===== config.mk =====
export PLATFORM = sky130hd
export DESIGN_NAME = key_chord_trigger_detector
export DESIGN_NICKNAME = d
export VERILOG_FILES = /design/src/rtl/kctd_pkg.sv /design/src/rtl/key_chord_trigger_detector.sv /design/src/rtl/kctd_cell.sv
export SDC_FILE = /design/constraint.sdc
export NUM_CORES = 1
export LEC_CHECK = 0
export BUFFER_PORTS_ARGS = -buffer_cell sky130_fd_sc_hd__buf_4
export CAP_MARGIN = 5
export CORE_MARGIN = 2
export CORE_UTILIZATION = 45
export CTS_CLUSTER_DIAMETER = 150
export CTS_CLUSTER_SIZE = 10
export DETAILED_ROUTE_END_ITERATION = 8
export PLACE_DENSITY_LB_ADDON = 0.05
export SLEW_MARGIN = 10
export SYNTH_ARGS = -nofsm -noshare
export SYNTH_HDL_FRONTEND = slang
export SYNTH_HIERARCHICAL = 1
export SYNTH_SLANG_ARGS = --single-unit
export TNS_END_PERCENT = 30

===== constraint.sdc =====
create_clock -name aclk -period 12.5 [get_ports aclk]
set_input_delay 0.625 -clock aclk [delete_from_list [all_inputs] [get_ports aclk]]
set_output_delay 0.625 -clock aclk [all_outputs]
set_load 0.01 [all_outputs]

===== src/rtl/kctd_pkg.sv =====
// ----------------------------------------------------------------------------
// kctd_pkg
// Shared constants and types of the key chord trigger detector.
// ----------------------------------------------------------------------------
package kctd_pkg;

    localparam int TRIGGERS         = 4;
    localparam int KEYS_PER_TRIGGER = 4;
    localparam int KEY_BITS         = 16;

    localparam int SLOT_BITS      = 16;
    localparam int CHORD_BITS     = 64;
    localparam int CHORD_REGS     = 4;
    localparam int COUNT_BITS     = 3;
    localparam int ENABLE_BITS    = 4;
    localparam int COUNTS_BITS    = 12;
    localparam int FIRED_BITS     = 4;
    localparam int CODE_BITS      = 16;
    localparam int CFG_INDEX_BITS = 3;
    localparam int CFG_DATA_BITS  = 64;

    localparam logic [CFG_INDEX_BITS-1:0] REG_TRIGGER_ENABLE = 3'd0;
    localparam logic [CFG_INDEX_BITS-1:0] REG_KEY_COUNTS     = 3'd1;
    localparam logic [CFG_INDEX_BITS-1:0] REG_CHORD_KEYS_0   = 3'd2;
    localparam logic [CFG_INDEX_BITS-1:0] REG_CHORD_KEYS_1   = 3'd3;
    localparam logic [CFG_INDEX_BITS-1:0] REG_CHORD_KEYS_2   = 3'd4;
    localparam logic [CFG_INDEX_BITS-1:0] REG_CHORD_KEYS_3   = 3'd5;

    localparam logic KIND_DOWN = 1'b0;
    localparam logic KIND_UP   = 1'b1;

    typedef struct packed {
        logic                  kind;
        logic                  is_repeat;
        logic [KEY_BITS-1:0]   key;
        logic [FIRED_BITS-1:0] fired;
    } event_t;

    typedef struct packed {
        logic                  enable;
        logic [COUNT_BITS-1:0] count;
        logic [CHORD_BITS-1:0] keys;
    } cell_cfg_t;

endpackage


===== src/rtl/key_chord_trigger_detector.sv =====
// ----------------------------------------------------------------------------
// key_chord_trigger_detector
// Reports which configured key chords are complete after each key event.
//
//   channel   direction  handshake           payload
//   s_        in         s_valid / s_ready   s_kind, s_is_repeat, s_key_code
//   m_        out        m_valid / m_ready   m_fired
//   cfg_      in         cfg_wr_en           cfg_index, cfg_data
//
// One transaction per cycle sustained while m_ready stays high; each event walks
// the chain of trigger cells, through the stage register of each cell in turn.
// Each cell has its own stage register; a stall at m_ready backs up only
// until a bubble in the chain, so s_ready stays high while any stage is free.
// Synchronous active-low reset clears all marks, stage valids and config registers.
// ----------------------------------------------------------------------------
module key_chord_trigger_detector
    import kctd_pkg::*;
(
    input  logic                      aclk,
    input  logic                      aresetn,
    input  logic                      cfg_wr_en,
    input  logic [CFG_INDEX_BITS-1:0] cfg_index,
    input  logic [CFG_DATA_BITS-1:0]  cfg_data,
    input  logic                      s_valid,
    output logic                      s_ready,
    input  logic                      s_kind,
    input  logic                      s_is_repeat,
    input  logic [CODE_BITS-1:0]      s_key_code,
    output logic                      m_valid,
    input  logic                      m_ready,
    output logic [FIRED_BITS-1:0]     m_fired
);

    logic [ENABLE_BITS-1:0] trigger_enable_reg;
    logic [COUNTS_BITS-1:0] key_counts_reg;
    logic [CHORD_BITS-1:0]  chord_keys_reg [CHORD_REGS];

    event_t    chain_event [TRIGGERS+1];
    logic      chain_valid [TRIGGERS+1];
    logic      chain_ready [TRIGGERS+1];
    cell_cfg_t cell_cfg    [TRIGGERS];

    always_ff @(posedge aclk) begin
        if (!aresetn) begin
            trigger_enable_reg <= '0;
            key_counts_reg     <= '0;
            for (int t = 0; t < CHORD_REGS; t++) begin
                chord_keys_reg[t] <= '0;
            end
        end else if (cfg_wr_en) begin
            unique case (cfg_index)
                REG_TRIGGER_ENABLE: trigger_enable_reg <= cfg_data[ENABLE_BITS-1:0];
                REG_KEY_COUNTS:     key_counts_reg     <= cfg_data[COUNTS_BITS-1:0];
                REG_CHORD_KEYS_0:   chord_keys_reg[0]  <= cfg_data[CHORD_BITS-1:0];
                REG_CHORD_KEYS_1:   chord_keys_reg[1]  <= cfg_data[CHORD_BITS-1:0];
                REG_CHORD_KEYS_2:   chord_keys_reg[2]  <= cfg_data[CHORD_BITS-1:0];
                REG_CHORD_KEYS_3:   chord_keys_reg[3]  <= cfg_data[CHORD_BITS-1:0];
                default: begin
                end
            endcase
        end
    end

    assign chain_valid[0]       = s_valid;
    assign s_ready              = chain_ready[0];
    assign chain_event[0].kind      = s_kind;
    assign chain_event[0].is_repeat = s_is_repeat;
    assign chain_event[0].key       = s_key_code[KEY_BITS-1:0];
    assign chain_event[0].fired     = '0;

    for (genvar t = 0; t < TRIGGERS; t++) begin : g_cell
        assign cell_cfg[t].enable = trigger_enable_reg[t];
        assign cell_cfg[t].count  = key_counts_reg[COUNT_BITS*t +: COUNT_BITS];
        assign cell_cfg[t].keys   = chord_keys_reg[t];

        kctd_cell u_cell (
            .aclk      (aclk),
            .aresetn   (aresetn),
            .cfg       (cell_cfg[t]),
            .in_valid  (chain_valid[t]),
            .in_ready  (chain_ready[t]),
            .in_event  (chain_event[t]),
            .out_valid (chain_valid[t+1]),
            .out_ready (chain_ready[t+1]),
            .out_event (chain_event[t+1])
        );
    end

    assign chain_ready[TRIGGERS] = m_ready;
    assign m_valid               = chain_valid[TRIGGERS];
    assign m_fired = FIRED_BITS'(chain_event[TRIGGERS].fired >> (FIRED_BITS - TRIGGERS));

endmodule


===== src/rtl/kctd_cell.sv =====
// ----------------------------------------------------------------------------
// kctd_cell
// One trigger of the chain: holds the marks of its chord, updates them from
// the passing key event and shifts its fire bit into the event's fired vector.
// ----------------------------------------------------------------------------
module kctd_cell
    import kctd_pkg::*;
(
    input  logic      aclk,
    input  logic      aresetn,
    input  cell_cfg_t cfg,
    input  logic      in_valid,
    output logic      in_ready,
    input  event_t    in_event,
    output logic      out_valid,
    input  logic      out_ready,
    output event_t    out_event
);

    logic [KEYS_PER_TRIGGER-1:0] marks_reg;
    logic [KEYS_PER_TRIGGER-1:0] marks_next;
    logic                        valid_reg;
    logic                        valid_next;
    event_t                      event_reg;
    event_t                      event_next;

    logic [COUNT_BITS-1:0]       count_sat;
    logic [KEYS_PER_TRIGGER-1:0] used;
    logic [KEYS_PER_TRIGGER-1:0] match;
    logic                        take;
    logic                        fire;

    assign in_ready  = !valid_reg || out_ready;
    assign take      = in_valid && in_ready;
    assign out_valid = valid_reg;
    assign out_event = event_reg;

    always_comb begin
        if (cfg.count > COUNT_BITS'(KEYS_PER_TRIGGER)) begin
            count_sat = COUNT_BITS'(KEYS_PER_TRIGGER);
        end else begin
            count_sat = cfg.count;
        end
        for (int s = 0; s < KEYS_PER_TRIGGER; s++) begin
            used[s]  = COUNT_BITS'(s) < count_sat;
            match[s] = used[s] &&
                       (cfg.keys[SLOT_BITS*s +: KEY_BITS] == in_event.key);
        end
    end

    always_comb begin
        marks_next = marks_reg;
        fire       = 1'b0;
        if (take && cfg.enable) begin
            if (in_event.kind == KIND_DOWN) begin
                if (!in_event.is_repeat) begin
                    marks_next = (match != '0) ? (marks_reg | match) : '0;
                    fire       = (marks_next & used) == used;
                end
            end else begin
                marks_next = marks_reg & ~match;
            end
        end
    end

    always_comb begin
        event_next       = in_event;
        event_next.fired = {fire, in_event.fired[FIRED_BITS-1:1]};
        if (take) begin
            valid_next = 1'b1;
        end else if (out_ready) begin
            valid_next = 1'b0;
        end else begin
            valid_next = valid_reg;
        end
    end

    always_ff @(posedge aclk) begin
        if (!aresetn) begin
            marks_reg <= '0;
            valid_reg <= 1'b0;
        end else begin
            marks_reg <= marks_next;
            valid_reg <= valid_next;
        end
    end

    always_ff @(posedge aclk) begin
        if (take) begin
            event_reg <= event_next;
        end
    end

    a_disabled_marks_hold: assert property (@(posedge aclk) disable iff (!aresetn)
        ($past(aresetn) && !$past(take && cfg.enable)) |-> (marks_reg == $past(marks_reg)))
        else $error("marks changed without an enabled transaction");

    a_fire_means_complete: assert property (@(posedge aclk) disable iff (!aresetn)
        ($past(aresetn) && $past(take) && event_reg.fired[FIRED_BITS-1])
            |-> ((marks_reg & $past(used)) == $past(used)))
        else $error("trigger fired with an incomplete chord");

    a_fire_only_on_press: assert property (@(posedge aclk) disable iff (!aresetn)
        (valid_reg && event_reg.fired[FIRED_BITS-1])
            |-> (event_reg.kind == KIND_DOWN && !event_reg.is_repeat))
        else $error("trigger fired on a release or an autorepeat");

endmodule


==> impl_metrics.json <==
{
  "r2r_cells": 7,
  "num_vias": 10800,
  "grt_pass1_vias": 10700,
  "irDropWorstVdd_mv": 0.0805,
  "largest_reg_flops": 256,
  "drc_errors": 0,
  "path_cells": "xor2_1, nor4_1, nand4_1, nor3_1, or4_1, o21ai_0, a211oi_2",
  "num_io_pins": 96,
  "cts_root_buf": "clkbuf_16",
  "path_max_fanout": 5,
  "grt_antenna_before_repair": 1,
  "timing.rr.start": "g_cell[0].u_cell/out_event[8]$_DFFE_PP_",
  "synthesis.nets": 1403,
  "die_area_um2": 38300,
  "r2r_slack_ps": 9480,
  "slowest_stage": "nor4_1",
  "placementRows": 70,
  "cts_max_level": 2,
  "syn_to_final_growth_pct": 13.2,
  "cpPeakStageDelay_ps": 650,
  "hold_class": "input port to flip-flop",
  "syn_area_per_cell_um2": 12.6,
  "die_w_um": 196,
  "gp_congestion": 0.839,
  "clk_latency_ps": 530,
  "dr.pass1.iters": 5,
  "startpoint": "g_cell[0].u_cell/out_event[8]$_DFFE_PP_",
  "die_y_um": 196,
  "final_cell_mix": "edfxtp_1 (320), nor3_1 (274), xor2_1 (220), buf_4 (108), inv_1 (80)",
  "grt_pass1_wl_mm": 72.5,
  "syn_inst": 1313,
  "clockBufferDepth": 3,
  "min_to": "g_cell[0].u_cell/out_event[20]$_DFFE_PP_",
  "layout.nets": 1493,
  "fin_crit_ps": 3020,
  "clkTransAtPathRegs_ps": 60,
  "global_route.usage.total_pct": 26.3,
  "wl_per_cell_um": 26.5,
  "crit_path_end_kind": "flip-flop",
  "cap_violations": 0,
  "critPathKind": "flip-flop to flip-flop",
  "totalWireLength_mm": 50.0,
  "fin_util_pct": 51.4,
  "io_buffers": 95,
  "worstHoldPathCells": 1,
  "status": "complete, no violations",
  "drive_gt1_share_pct": 13.6,
  "min_period_over_period_pct": 24.2,
  "place_area_um2": 17600,
  "leakagePower_nw": 6.49,
  "finalSetupViolCount": 0,
  "cts_tree": "yes",
  "ant_nets": 0,
  "reg2reg_to": "g_cell[1].u_cell/out_event[3]$_SDFFCE_PP0P_",
  "arrival_ps": 3390,
  "grt-ovfl-total": 0,
  "tightest_slew_ps": 1290,
  "powerDensity_nw_per_um2": 144,
  "grt_max_degree": 108,
  "finalSetupTns_ps": 0,
  "yosys_warnings": 6,
  "max_freq_mhz": 331,
  "drt_iter0_drc": 1021,
  "cts_num_sinks": 356,
  "layout_commonest_cell": "edfxtp_1",
  "via_per_inst": 5.70,
  "dpl.hpwl_mm": 35.2,
  "fin_area_um2": 18700,
  "antenna_cells": 0,
  "hold_start": "s_is_repeat",
  "crit_path_start_kind": "flip-flop",
  "slew_headroom_pct": 13.9,
  "finalHoldViolations": 0,
  "cts_buffers": 41,
  "netlist_area_um2": 16500,
  "finalMaxSlewViolations": 0,
  "finClkSkew_ps": 16.3,
  "required_ps": 12870,
  "cts-resized-gates": 0,
  "post-cts-setup-buffer-count": 0,
  "grt_setup_unrepaired": "no",
  "holdBufCountCts": 0,
  "start_util_pct": 45.4,
  "core_area_um2": 36400
}
where the power goes:
| group | leakage (nW) | total, mW | switching, mW | internal, mW |
|---|---|---|---|---|
| Clock | 0.537 | 1.07 | 0.455 | 0.615 |
| Sequential | 3.37 | 1.42 | 0.0520 | 1.37 |
| Combinational | 2.58 | 0.214 | 0.141 | 0.0730 |
| Total | 6.49 | 2.70 | 0.648 | 2.06 |
metal layers:
layer / up-vias / track usage [%] / routed length (µm)
li1: 4938 / - / -
met1: 5362 / 37.9 / 22300
met2: 386 / 41.6 / 23300
met3: 65 / 4.30 / 3230
met4: 0 / 7.10 / 1250
met5: - / 0 / 0
critical path, delay by kind of cell (launching register included):
kind / cells / cell delay [ps]
simple gates: 4 / 1630
xor+xnor: 1 / 250
flops: 1 / 630
compound gates: 2 / 340
how the worst max path moves through the flow:
stage,end
floorplan,chord_keys_reg[0][0]$_SDFFCE_PN0P_
global placement,g_cell[0].u_cell/out_event[3]$_SDFFCE_PP0P_
detailed placement,g_cell[0].u_cell/out_event[3]$_SDFFCE_PP0P_
CTS,g_cell[1].u_cell/out_event[3]$_SDFFCE_PP0P_
global route,g_cell[1].u_cell/out_event[3]$_SDFFCE_PP0P_
finish,g_cell[1].u_cell/out_event[3]$_SDFFCE_PP0P_
cell type report:
class,count,area [µm²]
multi-input cells,815,5580
well taps,468,586
flip-flops and latches,356,10300
clock buffers,56,1080
repair buffers,108,811
clock inverters,1,30.0
fillers,3234,17700
inverters,81,304
stage by stage:
| step | cells | total power [mW] | hold slack (ps) | setup WS (ps) |
|---|---|---|---|---|
| 2_1_floorplan | 1313 | 1.56 | 400 | 6390 |
| 3_3_place_gp | 1828 | 1.66 | 405 | 9350 |
| 3_5_place_dp | 1828 | 1.66 | 405 | 9330 |
| 4_1_cts | 1885 | 2.71 | 312 | 9530 |
| 5_1_grt | 1885 | 2.78 | 310 | 9300 |
| 6_report | 1885 | 2.70 | 324 | 9480 |
No activity file was read; power rests on OpenSTA's default activity.
